===== src/rtl/otsc_pkg.sv =====
// shared types, constants and crc function for the scratchpad checker
package otsc_pkg;

    localparam int FRAME_BYTES = 9;
    localparam int IDX_W       = $clog2(FRAME_BYTES);
    localparam logic [IDX_W-1:0] LAST_IDX = IDX_W'(FRAME_BYTES - 1);

    localparam logic [7:0] CRC_POLY = 8'h8C;
    localparam logic [3:0] OFFSET_RESET = 4'hF;

    typedef struct packed {
        logic [7:0] data_byte;
        logic       frame_start;
    } t_in_item;

    typedef struct packed {
        logic              last;
        logic signed [7:0] temperature;
        logic              crc_ok;
    } t_core_res;

    // reflected crc-8, lsb first, one byte
    function automatic logic [7:0] crc8_update(input logic [7:0] crc_in,
                                               input logic [7:0] data_in);
        logic [7:0] crc;
        logic [7:0] d;
        logic       fb;
        crc = crc_in;
        d   = data_in;
        for (int k = 0; k < 8; k++) begin
            fb  = crc[0] ^ d[0];
            crc = {1'b0, crc[7:1]};
            if (fb) begin
                crc = crc ^ CRC_POLY;
            end
            d = {1'b0, d[7:1]};
        end
        return crc;
    endfunction

endpackage


===== src/rtl/otsc_ifs.sv =====
// channel interfaces: byte input, result output, offset write
interface otsc_in_if;
    logic       valid;
    logic       ready;
    logic [7:0] data_byte;
    logic       frame_start;

    modport source (output valid, output data_byte, output frame_start, input ready);
    modport sink   (input valid, input data_byte, input frame_start, output ready);
endinterface

interface otsc_out_if;
    logic              valid;
    logic              ready;
    logic signed [7:0] temperature;
    logic              crc_ok;

    modport source (output valid, output temperature, output crc_ok, input ready);
    modport sink   (input valid, input temperature, input crc_ok, output ready);
endinterface

interface otsc_cfg_if;
    logic              valid;
    logic              ready;
    logic signed [3:0] temp_offset;

    modport source (output valid, output temp_offset, input ready);
    modport sink   (input valid, input temp_offset, output ready);
endinterface


===== src/rtl/otsc_in_stage.sv =====
// input register stage for scratchpad bytes
module otsc_in_stage import otsc_pkg::*; (
    input  logic           i_clk,
    input  logic           i_rst_n,
    otsc_in_if.sink        i_in,
    input  logic           i_adv,
    output logic           o_valid,
    output t_in_item       o_item
);

    logic     r_valid;
    logic     n_valid;
    t_in_item r_item;

    assign i_in.ready = !r_valid || i_adv;

    always_comb begin
        n_valid = r_valid;
        if (i_in.ready) begin
            n_valid = i_in.valid;
        end
    end

    always_ff @(posedge i_clk) begin
        if (!i_rst_n) begin
            r_valid <= 1'b0;
        end else begin
            r_valid <= n_valid;
        end
    end

    always_ff @(posedge i_clk) begin
        if (i_in.ready && i_in.valid) begin
            r_item.data_byte   <= i_in.data_byte;
            r_item.frame_start <= i_in.frame_start;
        end
    end

    assign o_valid = r_valid;
    assign o_item  = r_item;

endmodule


===== src/rtl/otsc_frame_core.sv =====
// frame state: crc accumulator, byte index, raw reading and decode
module otsc_frame_core import otsc_pkg::*; (
    input  logic              i_clk,
    input  logic              i_rst_n,
    input  logic              i_adv,
    input  t_in_item          i_item,
    input  logic signed [3:0] i_offset,
    output t_core_res         o_res
);

    logic [7:0]       r_crc;
    logic [7:0]       n_crc;
    logic [IDX_W-1:0] r_idx;
    logic [IDX_W-1:0] n_idx;
    logic [7:0]       r_raw_low;
    logic [7:0]       r_raw_high;

    logic [IDX_W-1:0] eff_idx;
    logic [7:0]       crc_base;
    logic [7:0]       crc_new;
    logic             is_last;
    logic [7:0]       t_base;
    logic             neg_adj;
    logic [7:0]       t_sum;

    // start mark restarts the frame on this byte
    assign eff_idx  = i_item.frame_start ? '0 : r_idx;
    assign crc_base = i_item.frame_start ? 8'h00 : r_crc;
    assign crc_new  = crc8_update(crc_base, i_item.data_byte);
    assign is_last  = (eff_idx == LAST_IDX);

    // floor(raw/16); negative readings round one lower when bit 3 is set
    assign t_base  = {r_raw_high[3:0], r_raw_low[7:4]};
    assign neg_adj = (r_raw_high[7:4] != 4'h0) && r_raw_low[3];
    assign t_sum   = t_base - {7'd0, neg_adj} + {{4{i_offset[3]}}, i_offset};

    assign o_res.last        = is_last;
    assign o_res.temperature = t_sum;
    assign o_res.crc_ok      = (crc_new == 8'h00);

    always_comb begin
        n_idx = r_idx;
        n_crc = r_crc;
        if (i_adv) begin
            if (is_last) begin
                n_idx = '0;
                n_crc = 8'h00;
            end else begin
                n_idx = eff_idx + IDX_W'(1);
                n_crc = crc_new;
            end
        end
    end

    always_ff @(posedge i_clk) begin
        if (!i_rst_n) begin
            r_idx <= '0;
            r_crc <= 8'h00;
        end else begin
            r_idx <= n_idx;
            r_crc <= n_crc;
        end
    end

    always_ff @(posedge i_clk) begin
        if (i_adv && (eff_idx == IDX_W'(0))) begin
            r_raw_low <= i_item.data_byte;
        end
        if (i_adv && (eff_idx == IDX_W'(1))) begin
            r_raw_high <= i_item.data_byte;
        end
    end

    a_idx_range: assert property (@(posedge i_clk) disable iff (!i_rst_n)
        r_idx <= LAST_IDX)
        else $error("byte index beyond frame");

    a_last_clears: assert property (@(posedge i_clk) disable iff (!i_rst_n)
        (i_adv && is_last) |=> (r_idx == '0) && (r_crc == 8'h00))
        else $error("frame state not cleared after last byte");

    a_start_restarts: assert property (@(posedge i_clk) disable iff (!i_rst_n)
        (i_adv && i_item.frame_start) |=> (r_idx == IDX_W'(1)))
        else $error("start mark did not restart frame");

    a_hold_idle: assert property (@(posedge i_clk) disable iff (!i_rst_n)
        !i_adv |=> $stable(r_idx) && $stable(r_crc))
        else $error("frame state moved without a request");

endmodule


===== src/rtl/otsc_out_stage.sv =====
// result register for decoded temperature and crc flag
module otsc_out_stage import otsc_pkg::*; (
    input  logic         i_clk,
    input  logic         i_rst_n,
    input  logic         i_load,
    input  t_core_res    i_res,
    output logic         o_room,
    otsc_out_if.source   o_out
);

    logic              r_valid;
    logic              n_valid;
    logic signed [7:0] r_temperature;
    logic              r_crc_ok;

    assign o_room = !r_valid || o_out.ready;

    always_comb begin
        n_valid = r_valid && !o_out.ready;
        if (i_load) begin
            n_valid = 1'b1;
        end
    end

    always_ff @(posedge i_clk) begin
        if (!i_rst_n) begin
            r_valid <= 1'b0;
        end else begin
            r_valid <= n_valid;
        end
    end

    always_ff @(posedge i_clk) begin
        if (i_load) begin
            r_temperature <= i_res.temperature;
            r_crc_ok      <= i_res.crc_ok;
        end
    end

    assign o_out.valid       = r_valid;
    assign o_out.temperature = r_temperature;
    assign o_out.crc_ok      = r_crc_ok;

endmodule


===== src/rtl/onewire_temp_scratchpad_check_top.sv =====
// top level of the one-wire temperature scratchpad checker
//
// usage:
//   i_in carries one scratchpad byte per request (data_byte) and a frame_start
//   mark for byte 0 of a frame; unmarked bytes continue the current frame, so
//   back-to-back frames need no marks. a mark in mid-frame drops the partial
//   frame and restarts on that byte.
//   o_out gives one request per frame, on its last byte: the whole-degree
//   temperature (8-bit two's complement, wraps) and crc_ok for the crc-8
//   over all bytes of the frame, stored crc byte included.
//   i_cfg writes the signed 4-bit temp_offset; it is always ready. write it
//   only while no frame is in flight.
// timing:
//   one byte per cycle sustained while o_out does not stall; a byte is held in the
//   input register, then the crc update and decode load the result register
//   from it, and o_out is driven from that register.
//   when o_out stalls, bytes that make no result keep flowing; the last byte
//   of the next frame waits in the input register until the result is taken.
// reset:
//   synchronous, active low; clears frame position, crc, both valids and
//   sets temp_offset to -1.
module onewire_temp_scratchpad_check_top import otsc_pkg::*; (
    input  logic         i_clk,
    input  logic         i_rst_n,
    otsc_in_if.sink      i_in,
    otsc_cfg_if.sink     i_cfg,
    otsc_out_if.source   o_out
);

    logic              in_valid;
    t_in_item          in_item;
    t_core_res         core_res;
    logic              out_room;
    logic              adv;
    logic signed [3:0] r_offset;

    // offset register, writes taken every cycle
    assign i_cfg.ready = 1'b1;

    always_ff @(posedge i_clk) begin
        if (!i_rst_n) begin
            r_offset <= OFFSET_RESET;
        end else if (i_cfg.valid) begin
            r_offset <= i_cfg.temp_offset;
        end
    end

    // a byte moves on unless it makes a result and the result slot is full
    assign adv = in_valid && (!core_res.last || out_room);

    otsc_in_stage u_in_stage (
        .i_clk   (i_clk),
        .i_rst_n (i_rst_n),
        .i_in    (i_in),
        .i_adv   (adv),
        .o_valid (in_valid),
        .o_item  (in_item)
    );

    otsc_frame_core u_frame_core (
        .i_clk    (i_clk),
        .i_rst_n  (i_rst_n),
        .i_adv    (adv),
        .i_item   (in_item),
        .i_offset (r_offset),
        .o_res    (core_res)
    );

    otsc_out_stage u_out_stage (
        .i_clk   (i_clk),
        .i_rst_n (i_rst_n),
        .i_load  (adv && core_res.last),
        .i_res   (core_res),
        .o_room  (out_room),
        .o_out   (o_out)
    );

endmodule

===== src/flat_wrapper.sv =====
// flat-port wrapper written by rule: the top's interface ports become plain ports
module onewire_temp_scratchpad_check_top_flat import otsc_pkg::*;
  (i_clk, i_rst_n, i_in_valid, i_in_data_byte, i_in_frame_start, i_in_ready, i_cfg_valid, i_cfg_temp_offset, i_cfg_ready, o_out_valid, o_out_temperature, o_out_crc_ok, o_out_ready);
  otsc_in_if i_in_i ();
  otsc_cfg_if i_cfg_i ();
  otsc_out_if o_out_i ();
  input  logic i_clk;
  input  logic i_rst_n;
  input wire logic [$bits(i_in_i.valid)-1:0] i_in_valid;
  input wire logic [$bits(i_in_i.data_byte)-1:0] i_in_data_byte;
  input wire logic [$bits(i_in_i.frame_start)-1:0] i_in_frame_start;
  output wire logic [$bits(i_in_i.ready)-1:0] i_in_ready;
  input wire logic [$bits(i_cfg_i.valid)-1:0] i_cfg_valid;
  input wire logic [$bits(i_cfg_i.temp_offset)-1:0] i_cfg_temp_offset;
  output wire logic [$bits(i_cfg_i.ready)-1:0] i_cfg_ready;
  output wire logic [$bits(o_out_i.valid)-1:0] o_out_valid;
  output wire logic [$bits(o_out_i.temperature)-1:0] o_out_temperature;
  output wire logic [$bits(o_out_i.crc_ok)-1:0] o_out_crc_ok;
  input wire logic [$bits(o_out_i.ready)-1:0] o_out_ready;
  assign i_in_i.valid = i_in_valid;
  assign i_in_i.data_byte = i_in_data_byte;
  assign i_in_i.frame_start = i_in_frame_start;
  assign i_in_ready = i_in_i.ready;
  assign i_cfg_i.valid = i_cfg_valid;
  assign i_cfg_i.temp_offset = i_cfg_temp_offset;
  assign i_cfg_ready = i_cfg_i.ready;
  assign o_out_valid = o_out_i.valid;
  assign o_out_temperature = o_out_i.temperature;
  assign o_out_crc_ok = o_out_i.crc_ok;
  assign o_out_i.ready = o_out_ready;
  onewire_temp_scratchpad_check_top u_core (.i_clk(i_clk), .i_rst_n(i_rst_n), .i_in(i_in_i), .i_cfg(i_cfg_i), .o_out(o_out_i));
endmodule

===== config.mk =====
export PLATFORM = sky130hd
export DESIGN_NAME = onewire_temp_scratchpad_check_top_flat
export DESIGN_NICKNAME = d
export VERILOG_FILES = /design/src/rtl/otsc_pkg.sv /design/src/rtl/otsc_ifs.sv /design/src/rtl/otsc_in_stage.sv /design/src/rtl/otsc_frame_core.sv /design/src/rtl/otsc_out_stage.sv /design/src/rtl/onewire_temp_scratchpad_check_top.sv /design/src/flat_wrapper.sv
export SDC_FILE = /design/constraint.sdc
export NUM_CORES = 1
export LEC_CHECK = 0
export ABC_CLOCK_PERIOD_IN_PS = 2800
export BUFFER_PORTS_ARGS = -buffer_cell sky130_fd_sc_hd__clkbuf_2
export CORE_UTILIZATION = 55
export CTS_BUF_LIST = sky130_fd_sc_hd__clkbuf_16
export DETAILED_ROUTE_END_ITERATION = 12
export PLACE_DENSITY = 0.84
export SLEW_MARGIN = 20
export SYNTH_ARGS = -nofsm -noshare
export SYNTH_HDL_FRONTEND = slang
export SYNTH_SLANG_ARGS = --single-unit

===== constraint.sdc =====
create_clock -name i_clk -period 2.8 [get_ports i_clk]
set_clock_uncertainty 0.05 [all_clocks]
set_input_delay 0.14 -clock i_clk [delete_from_list [all_inputs] [get_ports i_clk]]
set_output_delay 0.14 -clock i_clk [all_outputs]
set_load 0.01 [all_outputs]

==> results of run 1 <==
[power by group]
group	switching, µW	total, µW	internal [µW]
clock	243	753	510
combinational	144	288	145
sequential	28.0	837	809
[through the flow]
step | utilization (%) | setup WS, ps | cell area, µm²
after global placement | 61.6 | 197 | 2720
final | 68.4 | 213 | 3020
after CTS | 68.0 | 63.4 | 3000
after detailed placement | 61.6 | 144 | 2720
after floorplan | - | 155 | 2540
after global routing | 68.4 | 12.2 | 3020
[tightest hold or removal path, stage by stage]
cell and delay, ps:
clkbuf_2 80, nand2_1 40, o211ai_1 60
[Yosys cell counts, drive strengths merged]
library cell	instances
or2	1
or4b	2
fa	1
o211ai	4
inv	33
nand2b	5
nor3	2
dfxtp	18
nor3b	1
xnor2	25
nand2	8
nor2	13
xor2	5
conb	1
o32a	1
o21ai	7
a22oi	4
or3	2
o41a	1
a21o	2
o21a	1
buf	3
ha	17
nand4	3
a21boi	4
a31oi	1
clkbuf	5
xnor3	1
nand3	8
o41ai	1
o21bai	1
nor4bb	1
and2b	2
edfxtp	31
nor2b	9
a21oi	3
and2	3
or4	1
mux2i	1
[cell type report]
type | count | share of cell area [%]
Clock buffer | 5 | 4.14
Inverter | 33 | 4.10
Clock inverter | 3 | 2.15
Timing Repair Buffer | 39 | 8.12
Multi-Input combinational cell | 142 | 36.6
Sequential cell | 49 | 42.8
Tap cell | 52 | 2.15
[logic make-up after synthesis]
group | share of synthesized area (%)
AOI/OAI and AO/OA | 8.12
xor gates and xnor gates | 11.5
adders and majority gates | 9.15
buffers and inverters | 6.54
DFF | 50.8
muxes | 0.394
other | 0.147
and+or+nand+nor | 13.4
[repair_timing]
item / in CTS / in global routing
resized for setup: 0 / 4
endpoints found under the hold margin: 9 / 0
endpoints found under the setup margin: 0 / 2
hold buffers: 9 / 0
buffers inserted: 0 / 0
[sequential cells by signal (all words and copies together) (netlist names)]
register,flops
u_core.u_out_stage.o_out.crc_ok,1
u_core.u_frame_core.r_crc,8
u_core.u_frame_core.r_raw_low,5
u_core.u_frame_core.r_raw_high,8
u_core.u_out_stage.o_out.valid,1
u_core.u_in_stage.o_item,9
u_core.u_frame_core.r_idx,4
u_core.r_offset,4
u_core.u_out_stage.o_out.temperature,8
u_core.u_in_stage.o_valid,1
[per-layer routing]
layer,vias up,part of all wire [%]
li1,856,-
met1,792,42
met4,0,0.53
met2,39,54
met3,2,3.3
met5,-,0
[path summary, 6_finish.rpt]
check / from / endpoint / slack [ps]
hold / removal: i_cfg_temp_offset[1] / u_core.r_offset[1] / 30
hold reg to reg: u_core.u_frame_core.r_crc[7] / u_core.u_frame_core.r_crc[7] / 440
setup / recovery: u_core.u_frame_core.r_raw_high[5] / u_core.u_out_stage.o_out.temperature[7] / 210
setup reg to reg: u_core.u_frame_core.r_raw_high[5] / u_core.u_out_stage.o_out.temperature[7] / 210
==> flow_summary.yaml, run 1 <==
floorplanning:
  start_util_pct: 57.6
  num_rows: 24
  die_w_um: 70.0
  pin_count: 30
  die_h_um: 70.0
  dieArea_um2: 4900
  core_area_um2: 4410
cts:
  clockRootBuffer: "clkbuf_16"
  htreeDepth: 2
  clkSlewWorstSetupHoldPaths_ps: 60
  cts_buffer_depth: 2
  clk_latency_ps: 280
  cts_tree: "done"
  cts_inserted_buffers: 5
  cts.sinks: 49
finish:
  drive_gt1_share_pct: 16.6
  ff_latch_area_um2: 1290
  final_cell_mix: "33 x inv_1, 31 x edfxtp_1, 28 x clkbuf_2"
  final_common_cell: "inv_1"
  multi_input_area_um2: 1100
  syn2layout_area_growth_pct: 18.7
  nFillCells: 324
  diodes: 0
  fin_nets: 306
  stdcell_count: 323
worst_setup_path:
  worstPathCellList: "o41a_1 -> ha_1 -> inv_1 -> ha_1 -> a21o_1 -> a21oi_2 -> nor2b_1 -> o21a_1 -> o41ai_2 -> xnor2_1"
  cp_top_family: "compound AO/OA/AOI/OAI gates"
  critical_path.most_common_cell: "ha_1"
  crit_path_top_delay_cell: "o41a_1"
  required_ps: 2770
  crit_path_max_fanout: 2
  crit_type: "reg2reg"
  worst_setup_path_start_kind: "register"
  reg2reg_depth: 10
  critPathBufInv: 1
  max_stage_delay_ps: 430
  worst-path-stages: 10
  critPathArrivalTime_ps: 2560
  endpoint_kind: "register"
drt:
  ant_nets: 0
  drt-initial-drc-count: 37
  first_pass_iters: 4
  drc_errors: 0
  wl_per_cell_um: 13.4
  vias: 1689
  viasPerCell: 5.23
  drt_wl_total_mm: 4.33
timing:
  post-route-period-util_pct: 92.4
  relSlewSlack_pct: 39.8
  hold_viol: 0
  finalSetupTns_ps: 0
  fmax_mhz: 386
  grt_setup_unrepaired: "false"
  drv_slew: 0
  finalSetupViolations: 0
  period_minus_slack_ps: 2590
  tightest_slew_ps: 899
  holdWs_ps: 26.6
flow_run:
  maxCapViolCount: 0
global_route:
  use_met3_pct: 3.90
  grt.busiest_layer: "met2"
  grt_pass1_wl_mm: 7.46
  grt_overflow: 0
  use_met1_pct: 22.1
  met2_usage_pct: 35.5
  grt_max_degree: 23
  track_usage_pct: 19.3
  antenna_found_initial: 0
  grt_pass1_vias: 1741
logic_synthesis:
  ys_seq_area_share_pct: 50.8
  synth-seq-cells: 49
  synth_area_leaders: "edfxtp_1 37%, dfxtp_1 14%, ha_1 8.4%"
  synth_cell_type_count: 44
  avgSynthCellArea_um2: 11.0
  syn_area_um2: 2540
  netlist_instances: 232
  yosysTopAreaCellShare_pct: 36.6
  yosysTopAreaCell: "edfxtp_1"
  mappedNetlistNets: 268
  yosysWarnings: 0
pwr:
  p_total_uw: 1880
  ir_worst_vdd_mv: 0.473
  p_leak_uw: 0.00126
  powerDensity_nw_per_um2: 622
placed_design:
  detailed_place_hpwl_mm: 3.11
  gp_congestion: 0.849
  port_buffers: 28
  dp_cells: 306
hold_path:
  hold_class: "in2reg"
  hold_path_depth: 3
run_status:
  outcome: "completed"
(Power assumes the default switching activity.)
==> run 2, diff against run 1 <==
--- a/config.mk
+++ b/config.mk
@@ -7,10 +7,12 @@
 export LEC_CHECK = 0
 export ABC_CLOCK_PERIOD_IN_PS = 2800
 export BUFFER_PORTS_ARGS = -buffer_cell sky130_fd_sc_hd__clkbuf_2
+export CORE_ASPECT_RATIO = 1.2
+export CORE_MARGIN = 4
 export CORE_UTILIZATION = 55
 export CTS_BUF_LIST = sky130_fd_sc_hd__clkbuf_16
 export DETAILED_ROUTE_END_ITERATION = 12
-export PLACE_DENSITY = 0.84
+export PLACE_DENSITY = 0.8
 export SLEW_MARGIN = 20
 export SYNTH_ARGS = -nofsm -noshare
 export SYNTH_HDL_FRONTEND = slang
==> flow_summary.yaml, run 2 (synthesized netlist as in run 1, its figures left out) <==
run_status:
  outcome: "completed"
timing:
  hold_viol: 0
  holdWs_ps: 23.1
  finalSetupViolations: 0
  finalSetupTns_ps: 0
  fmax_mhz: 377
  period_minus_slack_ps: 2660
  grt_setup_unrepaired: "false"
  relSlewSlack_pct: 46.1
  drv_slew: 0
  post-route-period-util_pct: 94.9
  tightest_slew_ps: 806
worst_setup_path:
  crit_path_top_delay_cell: "o41a_1"
  critical_path.most_common_cell: "inv_1"
  critPathArrivalTime_ps: 2650
  endpoint_kind: "register"
  worst_setup_path_start_kind: "register"
  max_stage_delay_ps: 430
  worstPathCellList: "o41a_1 -> ha_1 -> inv_1 -> ha_1 -> inv_1 -> fa_1 -> inv_1 -> a21o_1 -> a21oi_1 -> o21bai_1 -> a21oi_1 -> xnor2_1"
  required_ps: 2790
  crit_type: "reg2reg"
  crit_path_max_fanout: 2
finish:
  final_common_cell: "inv_1"
  drive_gt1_share_pct: 15.9
  diodes: 0
  largest_reg_flops: 9
  syn2layout_area_growth_pct: 16.9
  stdcell_count: 327
  final_cell_mix: "33 x inv_1, 31 x edfxtp_1, 28 x clkbuf_2"
  fin_nets: 306
pwr:
  ir_worst_vdd_mv: 0.365
  p_total_uw: 1720
  p_leak_uw: 0.00124
  powerDensity_nw_per_um2: 579
cts:
  htreeDepth: 2
  cts_inserted_buffers: 5
  cts.sinks: 49
  cts_tree: "done"
  clk_latency_ps: 290
  clockRootBuffer: "clkbuf_16"
  cts_buffer_depth: 2
  cts_setup_buffers: 0
  clkSlewWorstSetupHoldPaths_ps: 70
global_route:
  grt_pass1_wl_mm: 7.70
  grt.busiest_layer: "met2"
  antenna_found_initial: 0
  grt_max_degree: 23
  grt_overflow: 0
  grt_pass1_vias: 1720
  track_usage_pct: 17.6
  met2_usage_pct: 35.3
  use_met3_pct: 4.12
  use_met1_pct: 17.2
drt:
  drt_wl_total_mm: 4.64
  first_pass_iters: 4
  drt-initial-drc-count: 66
  vias: 1699
  viasPerCell: 5.20
  wl_per_cell_um: 14.2
  ant_nets: 0
  drc_errors: 0
floorplanning:
  die_w_um: 70.1
  dieArea_um2: 5780
  start_util_pct: 58.4
  num_rows: 26
  core_area_um2: 4360
  die_h_um: 82.5
  pin_count: 30
placed_design:
  detailed_place_hpwl_mm: 3.52
  dp_cells: 310
  port_buffers: 28
  gp_congestion: 0.883
flow_run:
  maxCapViolCount: 0
hold_path:
  hold_class: "in2reg"
## run 2: cell types whose count changed in the layout (fill, tap and decap cells not counted)
cell	delta
bufinv_16	-2
inv_6	+1
a21oi_2	-1
clkinvlp_4	+1
fa_1	+1
fa_2	-1
a21oi_1	+1
## run 2: repair_timing
| item | in CTS | in global routing |
|---|---|---|
| gates resized for setup | 0 | 2 |
| hold buffers | 9 | 0 |
| endpoints found under the setup margin | 0 | 1 |
| hold endpoints to repair | 9 | 0 |
## run 2: cell type report
cell class / instances / area, µm²
clock inverters: 3 / 21.3
inverters: 33 / 124
clock buffers: 5 / 125
repair buffers: 39 / 245
multi-input cells: 142 / 1100
well taps: 56 / 70.1
fillers: 345 / 1390
flip-flops and latches: 49 / 1290
## run 2: critical path, delay by kind of cell (launching register included)
family          cells  cell delay (ps)
compound gates      5              850
buf+inv             3              200
xor+xnor            1              120
fa+ha+maj           3              840
flops               1              360
## run 2: through the flow
step                      area [µm²]  worst slack (ps)  utilization [%]
final                           2970               144             68.2
after detailed placement        2730              65.3             62.5
after global routing            2970              30.7             68.2
after global placement          2730               203             62.5
after floorplan                 2540               155                -
after CTS                       2960              58.8             68.0
## run 2: final timing paths
| check | depth (start not counted) | from | endpoint | slack, ps |
|---|---|---|---|---|
| setup / recovery | 12 | u_core.u_frame_core.r_raw_high[5] | u_core.u_out_stage.o_out.temperature[6] | 140 |
| hold / removal | 3 | i_cfg_temp_offset[2] | u_core.r_offset[2] | 20 |
| setup reg to reg | 12 | u_core.u_frame_core.r_raw_high[5] | u_core.u_out_stage.o_out.temperature[6] | 140 |
| hold reg to reg | 2 | u_core.u_frame_core.r_crc[6] | u_core.u_frame_core.r_crc[6] | 440 |
## run 2: power breakdown
| part | internal [µW] | switching, µW |
|---|---|---|
| registers | 808 | 29.1 |
| logic | 144 | 146 |
| clock network | 332 | 262 |
## run 2: per-layer routing
layer,part of all wire (%),vias to the layer above
met5,0,-
met1,39,794
li1,-,857
met2,54,37
met3,4.3,11
met4,2.8,0
==> run 3, diff against run 2 <==
--- a/config.mk
+++ b/config.mk
@@ -5,15 +5,15 @@
 export SDC_FILE = /design/constraint.sdc
 export NUM_CORES = 1
 export LEC_CHECK = 0
-export ABC_CLOCK_PERIOD_IN_PS = 2800
 export BUFFER_PORTS_ARGS = -buffer_cell sky130_fd_sc_hd__clkbuf_2
 export CORE_ASPECT_RATIO = 1.2
 export CORE_MARGIN = 4
-export CORE_UTILIZATION = 55
+export CORE_UTILIZATION = 45
 export CTS_BUF_LIST = sky130_fd_sc_hd__clkbuf_16
 export DETAILED_ROUTE_END_ITERATION = 12
-export PLACE_DENSITY = 0.8
+export PLACE_DENSITY = 0.68
 export SLEW_MARGIN = 20
 export SYNTH_ARGS = -nofsm -noshare
 export SYNTH_HDL_FRONTEND = slang
+export SYNTH_HIERARCHICAL = 1
 export SYNTH_SLANG_ARGS = --single-unit
==> flow_summary.yaml, run 3 <==
timing:
  holdWs_ps: 20.1
  tightest_slew_ps: 515
  layout_setup_ws_ps: 151
  relSlewSlack_pct: 65.4
  period_minus_slack_ps: 2650
  finalSetupViolations: 0
  drv_slew: 0
  fmax_mhz: 377
  finalSetupTns_ps: 0
  post-route-period-util_pct: 94.6
  hold_viol: 0
  grt_setup_unrepaired: "false"
floorplanning:
  num_rows: 30
  core_area_um2: 5670
  die_h_um: 91.7
  start_util_pct: 46.3
  pin_count: 30
  die_w_um: 77.7
  dieArea_um2: 7120
pwr:
  p_switching_uw: 475
  clkPwrFrac_pct: 37.7
  powerDensity_nw_per_um2: 638
  p_seq_share_pct: 42.8
  swShare_pct: 23.7
  comb_power_share_pct: 19.5
  p_leak_uw: 0.00133
  ir_worst_vdd_mv: 0.328
  cell_internal_pwr_uw: 1530
worst_setup_path:
  crit_path_max_fanout: 2
  critPathArrivalTime_ps: 2630
  critPathBufInv: 2
  worst_setup_path_start_kind: "register"
  cp_top_family: "adder cells"
  r2r_end: "u_core/u_out_stage/o_out.temperature[6]"
  max_stage_delay_ps: 410
  r2r_slack_ps: 150
  crit_path_top_delay_cell: "o41a_1"
  required_ps: 2790
  worstPathCellList: "o41a_1 -> ha_1 -> inv_1 -> ha_1 -> inv_1 -> fa_1 -> nor2b_1 -> o21ai_0 -> nand2b_1 -> a21o_1 -> a21oi_1 -> xnor2_1"
  crit_type: "reg2reg"
  endpoint_kind: "register"
  reg2reg_from: "u_core/u_frame_core/r_raw_high[4]"
  reg2reg_depth: 12
finish:
  syn2layout_area_growth_pct: 19.8
  final_cell_mix: "40 x inv_1, 31 x edfxtp_1, 28 x clkbuf_2"
  stdcell_count: 361
  drive_gt1_share_pct: 18.1
  largest_reg_flops: 9
  fin_nets: 316
  diodes: 0
  final_common_cell: "inv_1"
hold_path:
  hold_path_depth: 3
  hold_class: "in2reg"
  hold_path_startpoint: "i_cfg_temp_offset[2]"
  hold_end: "u_core/r_offset[2]"
logic_synthesis:
  mappedNetlistNets: 276
  avgSynthCellArea_um2: 10.9
  yosysWarnings: 6
  yosys-top-cells-count: "40 x inv_1, 31 x edfxtp_1, 23 x xnor2_1"
  synth_cell_type_count: 45
  yosysTopAreaCell: "edfxtp_1"
  synth-seq-cells: 49
  synthFlopType: "edfxtp_1"
  synth_area_leaders: "edfxtp_1 35%, dfxtp_1 14%, ha_1 8.1%"
  netlist_instances: 240
  ys_seq_area_share_pct: 49.2
  yosysTopAreaCellShare_pct: 35.5
  ys_async_sr_fraction_pct: 0
  yosysMostFrequentCell: "inv_1"
  syn_area_um2: 2630
  synth_edf_count: 31
drt:
  ant_nets: 0
  vias: 1694
  first_pass_iters: 4
  drt-initial-drc-count: 41
  viasPerCell: 4.69
  drt_wl_total_mm: 4.47
  wl_per_cell_um: 12.4
  drc_errors: 0
cts:
  cts_setup_buffers: 0
  cts_buffer_depth: 2
  htreeDepth: 2
  cts.sinks: 49
  clockRootBuffer: "clkbuf_16"
  cts_tree: "done"
  clkSlewWorstSetupHoldPaths_ps: 60
  clk_latency_ps: 280
  cts_inserted_buffers: 5
global_route:
  track_usage_pct: 13.6
  grt_pass1_wl_mm: 7.62
  grt_overflow: 0
  antenna_found_initial: 0
  grt_pass1_vias: 1693
  grt_max_degree: 21
placed_design:
  gp_congestion: 0.772
  dp_slack_ps: 115
  dp_cells: 344
  detailed_place_hpwl_mm: 3.37
  port_buffers: 28
flow_run:
  maxCapViolCount: 0
run_status:
  outcome: "completed"
[run 3: routing by layer]
metal | routed length, µm | GRT usage, % | vias to the layer above
met2 | 2460 | 24.9 | 23
met1 | 1840 | 14.9 | 794
met4 | 35 | 5.19 | 0
met3 | 136 | 3.34 | 2
met5 | 0 | 0 | -
li1 | - | - | 875
[run 3: power groups by stage]
stage / logic [µW] / clock network [µW] / registers, µW
3_3_place_gp: 372 / 0 / 872
5_1_grt: 436 / 807 / 863
3_5_place_dp: 377 / 0 / 874
2_1_floorplan: 312 / 0 / 863
4_1_cts: 391 / 777 / 859
6_report: 390 / 757 / 858
[run 3: area by class of cell]
class	instances	area (µm²)
clock buffers	5	125
clock inverters	3	65.1
fillers	495	2520
inverters	40	150
multi-input cells	144	1160
flip-flops and latches	49	1290
well taps	80	100
repair buffers	40	253
[run 3: cell families after synthesis]
group | Yosys count | synth area share (%)
AO/OA/AOI/OAI | 29 | 7.77
other | 1 | 0.143
flip-flops | 49 | 49.2
multiplexers | 5 | 1.91
AND/OR/NAND/NOR | 60 | 12.7
buffers and inverters | 47 | 7.10
adder cells (fa/ha/maj) | 18 | 8.87
XOR/XNOR | 31 | 12.3
[run 3: worst register-to-register path, stage by stage, from the launching register on]
cell and delay, ps:
edfxtp_1 380, o41a_1 410, ha_1 270, inv_1 50
ha_1 150, inv_1 50, fa_1 400, nor2b_1 110
o21ai_0 70, nand2b_1 110, a21o_1 130, a21oi_1 70
xnor2_1 120
[run 3: worst max-delay path by stage]
| stage | startpoint | to | slack, ps | depth (start not counted) |
|---|---|---|---|---|
| after floorplan | u_core/u_in_stage/o_item[0] | u_core/u_frame_core/r_raw_high[0] | 30 | 12 |
| after global placement | u_core/u_frame_core/r_raw_high[5] | u_core/u_out_stage/o_out.temperature[7] | 200 | 10 |
| after detailed placement | u_core/u_frame_core/r_raw_high[4] | u_core/u_out_stage/o_out.temperature[7] | 110 | 10 |
| final | u_core/u_frame_core/r_raw_high[4] | u_core/u_out_stage/o_out.temperature[6] | 150 | 12 |
| after CTS | u_core/u_frame_core/r_raw_high[4] | u_core/u_out_stage/o_out.temperature[7] | 100 | 10 |
| after global routing | u_core/u_frame_core/r_raw_high[4] | u_core/u_out_stage/o_out.temperature[6] | 5 | 12 |
[run 3: through the flow]
stage	utilization (%)	area [µm²]	total power [µW]
finish	55.5	3140	2010
CTS	55.3	3140	2030
global placement	50.4	2860	1240
global route	55.5	3140	2110
detailed placement	50.4	2860	1250
floorplan	-	2640	1180
[run 3: what timing repair did]
item / CTS / global route
hold endpoints to repair: 9 / 0
endpoints found under the setup margin: 0 / 1
hold buffers: 9 / 0
resized for setup: 0 / 1
